### src/rtl/core/ddo_pkg.sv
// ----------------------------------------------------------------------------
// ddo_pkg
// Shared types and constants for the differential drive odometry block.
// ----------------------------------------------------------------------------
package ddo_pkg;

    // CORDIC start value, K * 2^30
    localparam int CORDIC_K        = 652032875;
    localparam int ATAN_COUNT      = 28;
    localparam logic [31:0] TURN_GAIN_RESET = 32'd51590656;

    // Controller to datapath commands
    typedef struct packed {
        logic load;
        logic rot;
        logic trig;
        logic mul_s;
        logic mul_c;
        logic fin;
    } t_cmd;

    // Datapath to controller status
    typedef struct packed {
        logic rot_last;
    } t_status;

    // Arctangent table, 2^32 binary angle units per turn
    function automatic logic [29:0] f_atan(input logic [4:0] idx);
        logic [29:0] v;
        unique case (idx)
            5'd0:  v = 30'd536870912;
            5'd1:  v = 30'd316933406;
            5'd2:  v = 30'd167458907;
            5'd3:  v = 30'd85004756;
            5'd4:  v = 30'd42667331;
            5'd5:  v = 30'd21354465;
            5'd6:  v = 30'd10680862;
            5'd7:  v = 30'd5340245;
            5'd8:  v = 30'd2670163;
            5'd9:  v = 30'd1335087;
            5'd10: v = 30'd667544;
            5'd11: v = 30'd333772;
            5'd12: v = 30'd166886;
            5'd13: v = 30'd83443;
            5'd14: v = 30'd41722;
            5'd15: v = 30'd20861;
            5'd16: v = 30'd10430;
            5'd17: v = 30'd5215;
            5'd18: v = 30'd2608;
            5'd19: v = 30'd1304;
            5'd20: v = 30'd652;
            5'd21: v = 30'd326;
            5'd22: v = 30'd163;
            5'd23: v = 30'd81;
            5'd24: v = 30'd41;
            5'd25: v = 30'd20;
            5'd26: v = 30'd10;
            5'd27: v = 30'd5;
            default: v = 30'd0;
        endcase
        return v;
    endfunction

endpackage

### src/rtl/core/ddo_ctrl.sv
// ----------------------------------------------------------------------------
// ddo_ctrl
// Sequencer for one odometry update: load, CORDIC rotations, trig rounding,
// two multiply steps and the final pose write into the output register.
// ----------------------------------------------------------------------------
module ddo_ctrl (
    input  logic            i_clk,
    input  logic            i_rst_n,
    input  logic            i_in_valid,
    output logic            o_in_stall,
    output logic            o_out_valid,
    input  logic            i_out_stall,
    input  ddo_pkg::t_status i_status,
    output ddo_pkg::t_cmd   o_cmd
);
    import ddo_pkg::*;

    typedef enum logic [5:0] {
        S_IDLE = 6'b000001,
        S_ROT  = 6'b000010,
        S_TRIG = 6'b000100,
        S_MULS = 6'b001000,
        S_MULC = 6'b010000,
        S_FIN  = 6'b100000
    } t_state;

    t_state r_state, n_state;
    logic   r_out_valid, n_out_valid;
    logic   out_free;

    assign out_free    = !r_out_valid || !i_out_stall;
    assign o_in_stall  = (r_state != S_IDLE);
    assign o_out_valid = r_out_valid;

    // Next state and commands
    always_comb begin
        n_state     = r_state;
        o_cmd       = '0;
        unique case (r_state)
            S_IDLE: begin
                if (i_in_valid) begin
                    o_cmd.load = 1'b1;
                    n_state    = S_ROT;
                end
            end
            S_ROT: begin
                o_cmd.rot = 1'b1;
                if (i_status.rot_last) n_state = S_TRIG;
            end
            S_TRIG: begin
                o_cmd.trig = 1'b1;
                n_state    = S_MULS;
            end
            S_MULS: begin
                o_cmd.mul_s = 1'b1;
                n_state     = S_MULC;
            end
            S_MULC: begin
                o_cmd.mul_c = 1'b1;
                n_state     = S_FIN;
            end
            S_FIN: begin
                // hold until the output register is free
                if (out_free) begin
                    o_cmd.fin = 1'b1;
                    n_state   = S_IDLE;
                end
            end
            default: n_state = S_IDLE;
        endcase
    end

    // Output valid: set on write, drop when the transaction completes
    always_comb begin
        if (o_cmd.fin)          n_out_valid = 1'b1;
        else if (!i_out_stall)  n_out_valid = 1'b0;
        else                    n_out_valid = r_out_valid;
    end

    always_ff @(posedge i_clk) begin
        if (!i_rst_n) begin
            r_state     <= S_IDLE;
            r_out_valid <= 1'b0;
        end else begin
            r_state     <= n_state;
            r_out_valid <= n_out_valid;
        end
    end

endmodule

### config.mk
export PLATFORM = sky130hd
export DESIGN_NAME = ddo_ctrl
export DESIGN_NICKNAME = d
export VERILOG_FILES = /design/src/rtl/core/ddo_pkg.sv /design/src/rtl/core/ddo_ctrl.sv
export SDC_FILE = /design/constraint.sdc
export NUM_CORES = 1
export LEC_CHECK = 0
export ABC_AREA = 0
export BUFFER_PORTS_ARGS = -buffer_cell sky130_fd_sc_hd__buf_2
export CAP_MARGIN = 15
export CORE_AREA = 3 3 40 42
export DETAILED_ROUTE_END_ITERATION = 8
export DIE_AREA = 0 0 43 45
export HOLD_SLACK_MARGIN = 0.06
export PLACE_DENSITY_LB_ADDON = 0.08
export SLEW_MARGIN = 20
export SYNTH_ARGS = -nofsm -noshare
export SYNTH_HDL_FRONTEND = slang
export SYNTH_SLANG_ARGS = --single-unit
### constraint.sdc
create_clock -name i_clk -period 5.05 [get_ports i_clk]
set_input_delay 0.505 -clock i_clk [delete_from_list [all_inputs] [get_ports i_clk]]
set_output_delay 0.505 -clock i_clk [all_outputs]
set_load 0.05 [all_outputs]
==> metrics.txt <==
Data required, critical path=4550 ps; Initial Utilization=33.0%; crit path time final=2460 ps; global route total overflow=0; clock-pin slew on the worst setup and hold paths=60 ps; die area=1940 µm²; VDD IR max=0.000161 V; maxcap violations=0; residual DRC count=0; final setup vio count=0; GRT Util Overall=10.7%; Area Growth Syn to Fin=18.6%; R2R Setup Slk=3330 ps; CP Launch Type=register; reg2reg end=r_state[0]$_SDFFE_PN1P_; fillcell total=141; DR vias/cell=5.08; WL per Instance=12.0 µm; 1st-iter DRT viols=4; Worst EP arrival=1960 ps; reg2reg start=r_state[1]$_SDFFE_PN0P_; FP Rows=13; via count=361; TritonCTS Buffers=3; post-CTS setup buffer count=0; Mapped Nets=49; Worst Setup SP=r_state[2]$_SDFFE_PN0P_; Die X=43 µm; TNS Setup=0 ps; most frequent cells in the layout=12 x buf_2, 7 x dfxtp_1, 5 x nor3_1; number of global-route vias before repair=348; Fmax=406 MHz; final total power=175 µW; Max Slew Vio Count=0; Crit Path Class=reg2out; # diodes=0; first-pass GRT wire length=1490 µm; H-tree levels=1; commonest non-fill, non-tap cell in the layout=buf_2; Post-Synthesis Cells=44; CP max FO=8; layout cells sized above 1=37.5%; Synth cell types=27; critical path capture point type=output port; max_slew headroom=73.3%; worst-margin pin slew=397 ps; post-route ant nets=0; Clock Sinks=7; unrepaired setup endpoints after global routing=false; fin nets=62; hold_buf cts=0; Leak Pwr=0.000215 µW; Core Box Area=1280 µm²; min-delay worst type=in2reg; CTS tree=done; Syn Std Cell Area=424 µm²; Seq/Total Area, Yosys=33.0%; DRT Pass-1 Iters=4; largest net degree at the start of global routing=9; Chip Height=45 µm; register bit total from synthesis=7; CTS root buffer=clkbuf_4; cells on worst reg2reg path=4; CTS max path bufs=2; RD Place Congestion=0.733; PwrDens=348 nW/µm²; Worst-Skew Late Latency=260 ps; Hold Path Cell Cnt=2; synthesized area per cell=9.64 µm²; clk_skew=8.31 ps; Final Hold Fails=0; outcome=complete, no violations; period utilisation layout=48.8%; antenna violations before repair=0; utilization after layout=39.1%; Placed Area=475 µm²; Setup crit end=o_cmd[5]; Resized Gates After CTS=0; final instance area=503 µm²; PortBufs=12; Yosys warning total=0; hold_sp=i_rst_n; Routed Wire Length=849 µm; I/O pins=13
-- state kept, by name (all words and copies together), names as in the netlist --
name,flops
r_state,6
o_out_valid,1
-- worst max-delay path: stages, from the launching register on --
cell     delay (ps)
dfxtp_1         390
or4_4           610
nor3_1          270
and2_1          170
buf_2           250
-- metrics by stage --
step / instances / hold WS (ps) / setup WS, ps
global route: 71 / 527 / 2480
finish: 71 / 532 / 2590
CTS: 71 / 533 / 2580
global placement: 67 / 552 / 2890
detailed placement: 67 / 571 / 2860
floorplan: 44 / 623 / 2440
-- cell usage after synthesis --
master    n  area (µm²)
a21boi_0  1        7.51
a21o_1    1        7.51
a21oi_1   1        5.00
a31oi_1   1        6.26
and2_1    1        6.26
and3_1    1        6.26
buf_4     3        22.5
clkbuf_2  1        5.00
dfxtp_1   7         140
inv_1     2        7.51
nand2_1   1        3.75
nand2b_1  1        6.26
nor2_1    2        7.51
nor3_1    5        25.0
nor3_2    1        10.0
nor3b_1   2        15.0
nor4_4    1        21.3
nor4b_1   3        26.3
o21a_1    1        7.51
o21ai_0   1        5.00
o41ai_4   1        27.5
or2b_1    1        7.51
or3_1     1        6.26
or4_1     1        7.51
or4_4     1        11.3
or4b_4    1        13.8
xnor2_1   1        8.76
-- worst min-delay path by stage --
| stage | to |
|---|---|
| finish | r_state[5]$_SDFFE_PN0P_ |
| global placement | o_out_valid$_SDFFE_PN0P_ |
| CTS | r_state[5]$_SDFFE_PN0P_ |
| floorplan | r_state[5]$_SDFFE_PN0P_ |
| detailed placement | o_out_valid$_SDFFE_PN0P_ |
| global route | r_state[5]$_SDFFE_PN0P_ |
-- cells by family (layout without fill, tap and decap cells) --
family	after synthesis	in the layout	share of synthesized area [%]
AND/OR/NAND/NOR	23	23	41.0
AO/OA/AOI/OAI	7	7	15.6
flip-flops	7	7	33.0
buffers and inverters	6	18	8.26
XOR/XNOR	1	1	2.07
-- per-layer routing --
layer / global-route usage, % / vias to the layer above / wire, µm
li1: - / 186 / -
met4: 5.42 / 0 / 12
met1: 11.1 / 163 / 349
met2: 17.1 / 10 / 408
met5: 0 / - / 0
met3: 6.37 / 2 / 78
-- power breakdown --
part	internal [µW]	total (µW)	switching, µW	leakage (µW)
Sequential	59.6	67.8	8.17	0.0000569
Combinational	19.1	57.3	38.2	0.000140
Clock	28.9	50.1	21.2	0.0000177
Total	108	175	67.6	0.000215
-- area by class of cell --
class                   instances  area, µm²  share of cell area (%)
clock buffers                   3       22.5                    4.48
inverters                       2       7.51                    1.49
multi-input cells              31        249                    49.5
flip-flops and latches          7        140                    27.9
clock inverters                 1       5.00                   0.995
well taps                      15       18.8                    3.73
repair buffers                 12       60.1                    11.9
No activity file was read; power rests on OpenSTA's default activity.
